### src/rtl/lrgd_pkg.sv
// Shared types, widths and the control program for the gradient descent trainer.
// Used by the channel interfaces and every module of the block; depends on nothing.
`default_nettype none

package lrgd_pkg;

  localparam int WORD_W   = 32;
  localparam int SUM_W    = 64;
  localparam int LOSS_W   = 47;
  localparam int EPOCH_W  = 16;
  localparam int BATCH_W  = 9;
  localparam int LR_W     = 17;
  localparam int CFG_IDX_W  = 3;
  localparam int CFG_DATA_W = 47;
  localparam int STEP_W   = 5;
  localparam int MEAN_W   = 47;
  localparam int MEAN_SPLIT = 24;

  localparam int DEFAULT_MAX_BATCH     = 256;
  localparam int DEFAULT_FRACTION_BITS = 16;

  localparam logic [LR_W-1:0]    LR_RESET         = LR_W'(6554);
  localparam logic [BATCH_W-1:0] BATCH_RESET      = BATCH_W'(4);
  localparam logic [EPOCH_W-1:0] MAX_EPOCHS_RESET = EPOCH_W'(500);

  localparam logic [CFG_IDX_W-1:0] CFG_LEARNING_RATE     = CFG_IDX_W'(0);
  localparam logic [CFG_IDX_W-1:0] CFG_BATCH_COUNT       = CFG_IDX_W'(1);
  localparam logic [CFG_IDX_W-1:0] CFG_MAX_EPOCHS        = CFG_IDX_W'(2);
  localparam logic [CFG_IDX_W-1:0] CFG_LOSS_THRESHOLD    = CFG_IDX_W'(3);
  localparam logic [CFG_IDX_W-1:0] CFG_INITIAL_SLOPE     = CFG_IDX_W'(4);
  localparam logic [CFG_IDX_W-1:0] CFG_INITIAL_INTERCEPT = CFG_IDX_W'(5);

  typedef enum logic [4:0] {
    OP_NOP,
    OP_WAIT_IN,
    OP_MUL_XS,
    OP_PRED,
    OP_ERR,
    OP_MUL_XE,
    OP_GRAD,
    OP_LOSS,
    OP_DIV_GRAD,
    OP_MEAN,
    OP_MUL_LO,
    OP_MUL_HI,
    OP_STEP_SUM,
    OP_APPLY,
    OP_DIV_LOSS,
    OP_MEAN_LOSS,
    OP_JUDGE,
    OP_EMIT
  } op_t;

  typedef enum logic [2:0] {
    BR_NEXT,
    BR_ALWAYS,
    BR_NO_GO,
    BR_NOT_FULL,
    BR_DIV_BUSY,
    BR_OUT_BUSY
  } br_t;

  localparam logic SEL_SLOPE     = 1'b0;
  localparam logic SEL_INTERCEPT = 1'b1;

  typedef struct packed {
    op_t               op;
    br_t               br;
    logic              sel;
    logic [STEP_W-1:0] target;
  } ctrl_word_t;

  typedef struct packed {
    logic go;
    logic full;
    logic div_busy;
    logic out_busy;
  } seq_flags_t;

  typedef struct packed {
    logic done;
    logic full;
    logic div_busy;
  } dp_status_t;

  typedef struct packed {
    logic [LR_W-1:0]    learning_rate;
    logic [BATCH_W-1:0] batch_count;
    logic [EPOCH_W-1:0] max_epochs;
    logic [LOSS_W-1:0]  loss_threshold;
  } cfg_t;

  typedef struct packed {
    logic signed [WORD_W-1:0] slope;
    logic signed [WORD_W-1:0] intercept;
    logic [LOSS_W-1:0]        mean_loss;
    logic [EPOCH_W-1:0]       epoch_number;
    logic                     finished;
  } result_t;

  localparam logic [STEP_W-1:0] STEP_IDLE           = STEP_W'(0);
  localparam logic [STEP_W-1:0] STEP_WAIT_DIV_SLOPE = STEP_W'(8);
  localparam logic [STEP_W-1:0] STEP_WAIT_DIV_ICPT  = STEP_W'(15);
  localparam logic [STEP_W-1:0] STEP_WAIT_DIV_LOSS  = STEP_W'(22);
  localparam logic [STEP_W-1:0] STEP_WAIT_OUT       = STEP_W'(25);

  // Per-sample work takes steps 0 to 6, the batch close steps 7 to 26.
  function automatic ctrl_word_t lrgd_rom(input logic [STEP_W-1:0] step);
    ctrl_word_t w;
    case (step)
      STEP_IDLE:           w = '{OP_WAIT_IN,   BR_NO_GO,    SEL_SLOPE,     STEP_IDLE};
      STEP_W'(1):          w = '{OP_MUL_XS,    BR_NEXT,     SEL_SLOPE,     STEP_IDLE};
      STEP_W'(2):          w = '{OP_PRED,      BR_NEXT,     SEL_SLOPE,     STEP_IDLE};
      STEP_W'(3):          w = '{OP_ERR,       BR_NEXT,     SEL_SLOPE,     STEP_IDLE};
      STEP_W'(4):          w = '{OP_MUL_XE,    BR_NEXT,     SEL_SLOPE,     STEP_IDLE};
      STEP_W'(5):          w = '{OP_GRAD,      BR_NEXT,     SEL_SLOPE,     STEP_IDLE};
      STEP_W'(6):          w = '{OP_LOSS,      BR_NOT_FULL, SEL_SLOPE,     STEP_IDLE};
      STEP_W'(7):          w = '{OP_DIV_GRAD,  BR_NEXT,     SEL_SLOPE,     STEP_IDLE};
      STEP_WAIT_DIV_SLOPE: w = '{OP_NOP,       BR_DIV_BUSY, SEL_SLOPE,     STEP_WAIT_DIV_SLOPE};
      STEP_W'(9):          w = '{OP_MEAN,      BR_NEXT,     SEL_SLOPE,     STEP_IDLE};
      STEP_W'(10):         w = '{OP_MUL_LO,    BR_NEXT,     SEL_SLOPE,     STEP_IDLE};
      STEP_W'(11):         w = '{OP_MUL_HI,    BR_NEXT,     SEL_SLOPE,     STEP_IDLE};
      STEP_W'(12):         w = '{OP_STEP_SUM,  BR_NEXT,     SEL_SLOPE,     STEP_IDLE};
      STEP_W'(13):         w = '{OP_APPLY,     BR_NEXT,     SEL_SLOPE,     STEP_IDLE};
      STEP_W'(14):         w = '{OP_DIV_GRAD,  BR_NEXT,     SEL_INTERCEPT, STEP_IDLE};
      STEP_WAIT_DIV_ICPT:  w = '{OP_NOP,       BR_DIV_BUSY, SEL_INTERCEPT, STEP_WAIT_DIV_ICPT};
      STEP_W'(16):         w = '{OP_MEAN,      BR_NEXT,     SEL_INTERCEPT, STEP_IDLE};
      STEP_W'(17):         w = '{OP_MUL_LO,    BR_NEXT,     SEL_INTERCEPT, STEP_IDLE};
      STEP_W'(18):         w = '{OP_MUL_HI,    BR_NEXT,     SEL_INTERCEPT, STEP_IDLE};
      STEP_W'(19):         w = '{OP_STEP_SUM,  BR_NEXT,     SEL_INTERCEPT, STEP_IDLE};
      STEP_W'(20):         w = '{OP_APPLY,     BR_NEXT,     SEL_INTERCEPT, STEP_IDLE};
      STEP_W'(21):         w = '{OP_DIV_LOSS,  BR_NEXT,     SEL_SLOPE,     STEP_IDLE};
      STEP_WAIT_DIV_LOSS:  w = '{OP_NOP,       BR_DIV_BUSY, SEL_SLOPE,     STEP_WAIT_DIV_LOSS};
      STEP_W'(23):         w = '{OP_MEAN_LOSS, BR_NEXT,     SEL_SLOPE,     STEP_IDLE};
      STEP_W'(24):         w = '{OP_JUDGE,     BR_NEXT,     SEL_SLOPE,     STEP_IDLE};
      STEP_WAIT_OUT:       w = '{OP_NOP,       BR_OUT_BUSY, SEL_SLOPE,     STEP_WAIT_OUT};
      STEP_W'(26):         w = '{OP_EMIT,      BR_ALWAYS,   SEL_SLOPE,     STEP_IDLE};
      default:             w = '{OP_NOP,       BR_ALWAYS,   SEL_SLOPE,     STEP_IDLE};
    endcase
    return w;
  endfunction

endpackage

`default_nettype wire

### src/rtl/lrgd_sequencer.sv
// Microcode sequencer: step counter, control program lookup and branch logic.
// Depends on lrgd_pkg for the program and the control word.
`default_nettype none

module lrgd_sequencer
  import lrgd_pkg::*;
(
  input  wire logic       clk,
  input  wire logic       rst,
  input  wire seq_flags_t flags,
  output ctrl_word_t      cw
);

  logic [STEP_W-1:0] step;
  logic [STEP_W-1:0] step_next;
  logic              taken;

  assign cw = lrgd_rom(step);

  always_comb begin
    case (cw.br)
      BR_NEXT:     taken = 1'b0;
      BR_ALWAYS:   taken = 1'b1;
      BR_NO_GO:    taken = !flags.go;
      BR_NOT_FULL: taken = !flags.full;
      BR_DIV_BUSY: taken = flags.div_busy;
      BR_OUT_BUSY: taken = flags.out_busy;
      default:     taken = 1'b1;
    endcase
    step_next = taken ? cw.target : step + STEP_W'(1);
  end

  always_ff @(posedge clk) begin
    if (rst) begin
      step <= STEP_IDLE;
    end else begin
      step <= step_next;
    end
  end

endmodule

`default_nettype wire

### config.mk
export PLATFORM = sky130hd
export DESIGN_NAME = lrgd_sequencer
export DESIGN_NICKNAME = d
export VERILOG_FILES = /design/src/rtl/lrgd_pkg.sv /design/src/rtl/lrgd_sequencer.sv
export SDC_FILE = /design/constraint.sdc
export NUM_CORES = 1
export LEC_CHECK = 0
export ABC_CLOCK_PERIOD_IN_PS = 3800
export BUFFER_PORTS_ARGS = -buffer_cell sky130_fd_sc_hd__buf_2
export CAP_MARGIN = 20
export CORE_UTILIZATION = 49
export DETAILED_ROUTE_END_ITERATION = 8
export PLACE_DENSITY = 0.75
export SYNTH_ARGS = -nofsm -noshare
export SYNTH_HDL_FRONTEND = slang
export SYNTH_SLANG_ARGS = --single-unit
### constraint.sdc
create_clock -name clk -period 3.8 [get_ports clk]
set_input_delay 0.76 -clock clk [delete_from_list [all_inputs] [get_ports clk]]
set_output_delay 0.76 -clock clk [all_outputs]
set_load 0.01 [all_outputs]
Word-level counts from Yosys, hierarchy flattened
Memory sizes are Yosys's and may differ from the RTL's. A register that Yosys moved wholly into a read port is not among the register bits.
Index checks and enable logic that the tools add are counted.
{"block": "op_classes", "eq_ne": 4, "add_sub_neg": 1, "reduce_logical": 3, "mux": 3}
{"operator": "$mux 5", "n": 2}
{"operator": "$eq 3x2->1 const B", "n": 2}
{"operator": "$eq 3x3->1 const B", "n": 2}
{"operator": "$add 5x1->5 const B", "n": 1}
{"operator": "$pmux 1 s5", "n": 1}
{"operator": "$logic_not 3->1", "n": 1}
{"operator": "$logic_not 1->1", "n": 2}
{"block": "totals", "rom_bits": 448, "regBits": 5, "memories": 1, "out_inout_bits": 14, "wordCells": 13, "in_bits": 6}
{"memory": "(no name shown)", "depth": 32, "width": 14, "rd": 1, "rd_ports_with_merged_regs": 1, "wr": 0, "line_no": "lrgd_pkg.sv:110", "rtl": "case (step)"}

Longest topological paths before layout
{"block": "depth", "word_depth": 4, "ltp_mapped": 12, "depth_no_buf": 11}

Worst setup path after synthesis
No wires, ideal clock.
{"block": "synth_timing", "kind": "in2reg", "from": "input port flags[0] (netlist name)", "to": "register cw[9] (netlist name)", "arrival_time_ns": 2.769, "setup_time_ns": 0.070, "n_path_buf": 1, "path_slack_ns": 0.961, "t_required_ns": 3.730, "stages": 12, "cell_sequence": "nand2b_1 a21o_1 a21o_1 buf_6 mux2i_1 or2_2 inv_1 ha_1 inv_1 a2111oi_0 o21ai_0 a21oi_1"}
{"block": "synth_between", "elab_chain_cells": 3}
{"item": "start, declared", "line_no": "lrgd_sequencer.sv:10", "rtl": "input wire seq_flags_t flags,"}
{"item": "$pmux 1 s5", "line_no": "lrgd_sequencer.sv:21", "rtl": "case (cw.br)"}
{"item": "$mux 5", "line_no": "lrgd_sequencer.sv:30", "rtl": "step_next = taken ? cw.target : step + STEP_W'(1);"}
{"item": "$mux 5 (no source line)"}
Every way passes these cells.
A chain may end at the register's enable or synchronous reset.

Worst setup path after layout
{"block": "layout_timing", "from": "input port flags[3] (netlist name)", "to": "register cw[9] (netlist name)"}
{"block": "layout_between", "elab_chain_cells": 4}
{"item": "$logic_not 1->1", "line_no": "lrgd_sequencer.sv:24", "rtl": "BR_NO_GO: taken = !flags.go;"}
{"item": "$pmux 1 s5", "line_no": "lrgd_sequencer.sv:21"}
{"item": "$mux 5", "line_no": "lrgd_sequencer.sv:30"}
{"item": "$mux 5 (no source line)"}
Every way passes these cells.

==> flow_metrics.py <==
metrics = {
    "run_status": {
        "outcome": "completed",
    },
    "clock_tree": {
        "cts_made_buffers": 3,
        "cts_max_level": 1,
        "postCtsSetupBuffers": 0,
        "clk_pin_slew_worst_paths_ns": 0.10,
        "cts_buffer_depth": 2,
        "cts_tree": "done",
        "cts_resized": 0,
        "cts_root_buffer": "clkbuf_4",
        "cts_hold_buf": 0,
        "clk_latency_ns": 0.30,
        "cts_sinks": 18,
    },
    "sta": {
        "fin_crit_ns": 2.99,
        "finalHoldViolCount": 0,
        "worst_pin_slew_ns": 0.519,
        "period_share": 0.787,
        "fin_worst_skew_ns": 0.00467,
        "max_slew_margin": 0.654,
        "fmax_mhz": 334,
        "fin_setup_tns_ns": 0,
        "slew_violations": 0,
        "setup_violations": 0,
        "rsz0062_at_grt": "false",
    },
    "global_routing": {
        "grt_overflow": 0,
        "grt_pass1_vias": 964,
        "grt_pass1_wl_mm": 4.29,
        "grt_antenna_before_repair": 0,
        "grt_usage": 0.225,
        "grt_max_degree": 13,
    },
    "logic_synthesis": {
        "synth_top_area_share": 0.314,
        "synth.distinct_cells": 43,
        "ys_seq_elements": 18,
        "synth_edf_count": 0,
        "avgSynthCellArea_sq_um": 8.84,
        "synthesis.nets": 144,
        "synth-seq-area-share": 0.314,
        "synth_top_cell_by_area": "dfxtp_1",
        "synth_top_cells_by_area": "dfxtp_1 31%, ha_1 8.7%, mux2i_1 5.2%, nand2_1 3.6%, nand3_1 3.5%",
        "async_reset_ff_frac": 0,
        "synthesis.area_sq_um": 1150,
        "synth_ff_type": "dfxtp_1",
        "syn_inst": 130,
        "yosysWarnings": 0,
    },
    "place": {
        "place.gp.congestion": 0.947,
        "io_buffers": 19,
        "dpl.hpwl_mm": 1.94,
        "dpl_cell_area_sq_um": 1230,
    },
    "worst_setup_path": {
        "crit_path_end_kind": "flip-flop",
        "cp-start-kind": "primary input",
        "slowest_stage": "a21o_1",
        "path_depth": 12,
        "cp.required_ns": 4.04,
        "rr_startpoint": "cw[7]$_SDFF_PP0_",
        "critPathMaxFanout": 12,
        "cp_top_family": "compound AO/OA/AOI/OAI gates",
        "crit_path_start": "flags[3]",
        "worst-path-buf-inv": 3,
        "crit_top_cell": "inv_1",
        "worstPathArrival_ns": 3.23,
        "crit_chain": "buf_2 -> nand2b_1 -> a21oi_2 -> a21o_1 -> mux2i_1 -> or2_2 -> inv_1 -> ha_1 -> inv_1 -> a2111oi_0 -> o21ai_0 -> a21oi_1",
        "path_class": "primary input to flip-flop",
        "slowest_delay_ns": 0.45,
        "reg2reg_depth": 11,
    },
    "floorplan": {
        "pin_count": 20,
        "core-area_sq_um": 2210,
        "dieArea_sq_um": 2540,
        "die_h_um": 50.4,
        "die_width_um": 50.4,
        "rows": 17,
        "start_util": 0.519,
    },
    "layout": {
        "design_area_sq_um": 1270,
        "nFillCells": 218,
        "area_delta_synth_final_pct": 10.2,
        "multi_input_comb_area_sq_um": 686,
        "n_antenna_cell": 0,
        "final_cell_mix": "19 x buf_2, 18 x dfxtp_1, 11 x nand2_1",
        "final_util": 0.572,
        "regArea_sq_um": 360,
        "final_common_cell": "buf_2",
        "drive_gt1_frac": 0.238,
        "nets": 162,
    },
    "detailed_routing": {
        "vias": 1026,
        "wirelength_mm": 2.59,
        "dr.pass1.iters": 4,
        "via_per_inst": 5.86,
        "drc": 0,
        "wl_per_cell_um": 14.8,
        "drtIter0Drc": 23,
        "antenna_left": 0,
    },
    "pwr": {
        "seqPwrFrac": 0.422,
        "ir_worst_vdd_mv": 0.222,
        "clkPwrFrac": 0.225,
        "p_leak_nw": 0.573,
        "p_sw_mw": 0.183,
        "switching_share": 0.345,
        "p_comb_frac": 0.354,
        "cell_internal_pwr_mw": 0.347,
        "p_per_area_nw_per_um2": 418,
    },
    "worst_hold_path": {
        "hp-start": "cw[0]$_DFF_P_",
        "min_path_cells": 3,
        "min_path_type": "flip-flop to flip-flop",
    },
    "job": {
        "maxCapViolCount": 0,
    },
}
==> cell usage after synthesis (all sizes together), types with 3 or more instances <==
cell / n
a2111oi: 3
a211o: 3
a211oi: 4
a21o: 3
a21oi: 7
and2: 3
buf: 7
dfxtp: 18
ha: 8
inv: 10
mux2: 3
mux2i: 7
nand2: 11
nand3: 8
nor2: 5
o21ai: 3
==> metal layers <==
| metal | wire [um] | global-route usage | vias to the layer above |
|---|---|---|---|
| li1 | - | - | 506 |
| met1 | 1190 | 0.289 | 484 |
| met2 | 1230 | 0.358 | 29 |
| met3 | 123 | 0.0364 | 7 |
| met4 | 48 | 0.125 | 0 |
| met5 | 0 | 0 | - |
==> logic make-up after synthesis <==
| logic type | synth area share |
|---|---|
| AO/OA/AOI/OAI | 0.221 |
| XOR/XNOR | 0.0229 |
| adder cells (fa/ha/maj) | 0.0871 |
| buffers and inverters | 0.0893 |
| flip-flops | 0.314 |
| multiplexers | 0.101 |
| AND/OR/NAND/NOR | 0.165 |
==> power groups by stage <==
stage                     Combinational (mW)  Clock, mW  Sequential (mW)
after floorplan                        0.134          0            0.235
after global placement                 0.181          0            0.227
after detailed placement               0.184          0            0.228
after CTS                              0.186      0.119            0.224
after global routing                   0.205      0.132            0.226
final                                  0.187      0.119            0.223
==> sequential cells by signal, summed over array words and instances (netlist names) <==
signal and count:
step 5, cw 13
==> path summary, 6_finish.rpt <==
kind / endpoint / slack [ns]
setup reg to reg: cw[9]$_DFF_P_ / 1.03
hold reg to reg: step[0]$_SDFF_PP0_ / 0.78
hold / removal: step[0]$_SDFF_PP0_ / 0.78
setup / recovery: cw[9]$_DFF_P_ / 0.81
==> tightest hold or removal path: cells and delay by family, from the launching register on <==
kind                   cells  cell delay (ns)
muxes                      1             0.11
DFF                        1             0.38
buffers and inverters      1             0.07
and+or+nand+nor            1             0.18
==> metrics by stage <==
step,power (mW),worst slack (ns),hold slack (ns),instances
6_report,0.529,0.808,0.775,175
3_5_place_dp,0.412,0.542,0.729,171
2_1_floorplan,0.368,0.961,0.634,130
4_1_cts,0.528,0.812,0.745,175
3_3_place_gp,0.408,0.644,0.720,171
5_1_grt,0.562,0.531,0.796,175
==> area by class of cell <==
cell class | count | area share
inverter | 12 | 0.0366
clock buffer | 4 | 0.0287
sequential | 18 | 0.285
timing repair buffer | 20 | 0.0810
multi-input combinational | 93 | 0.542
tap | 28 | 0.0277
(Power assumes the default switching activity.)
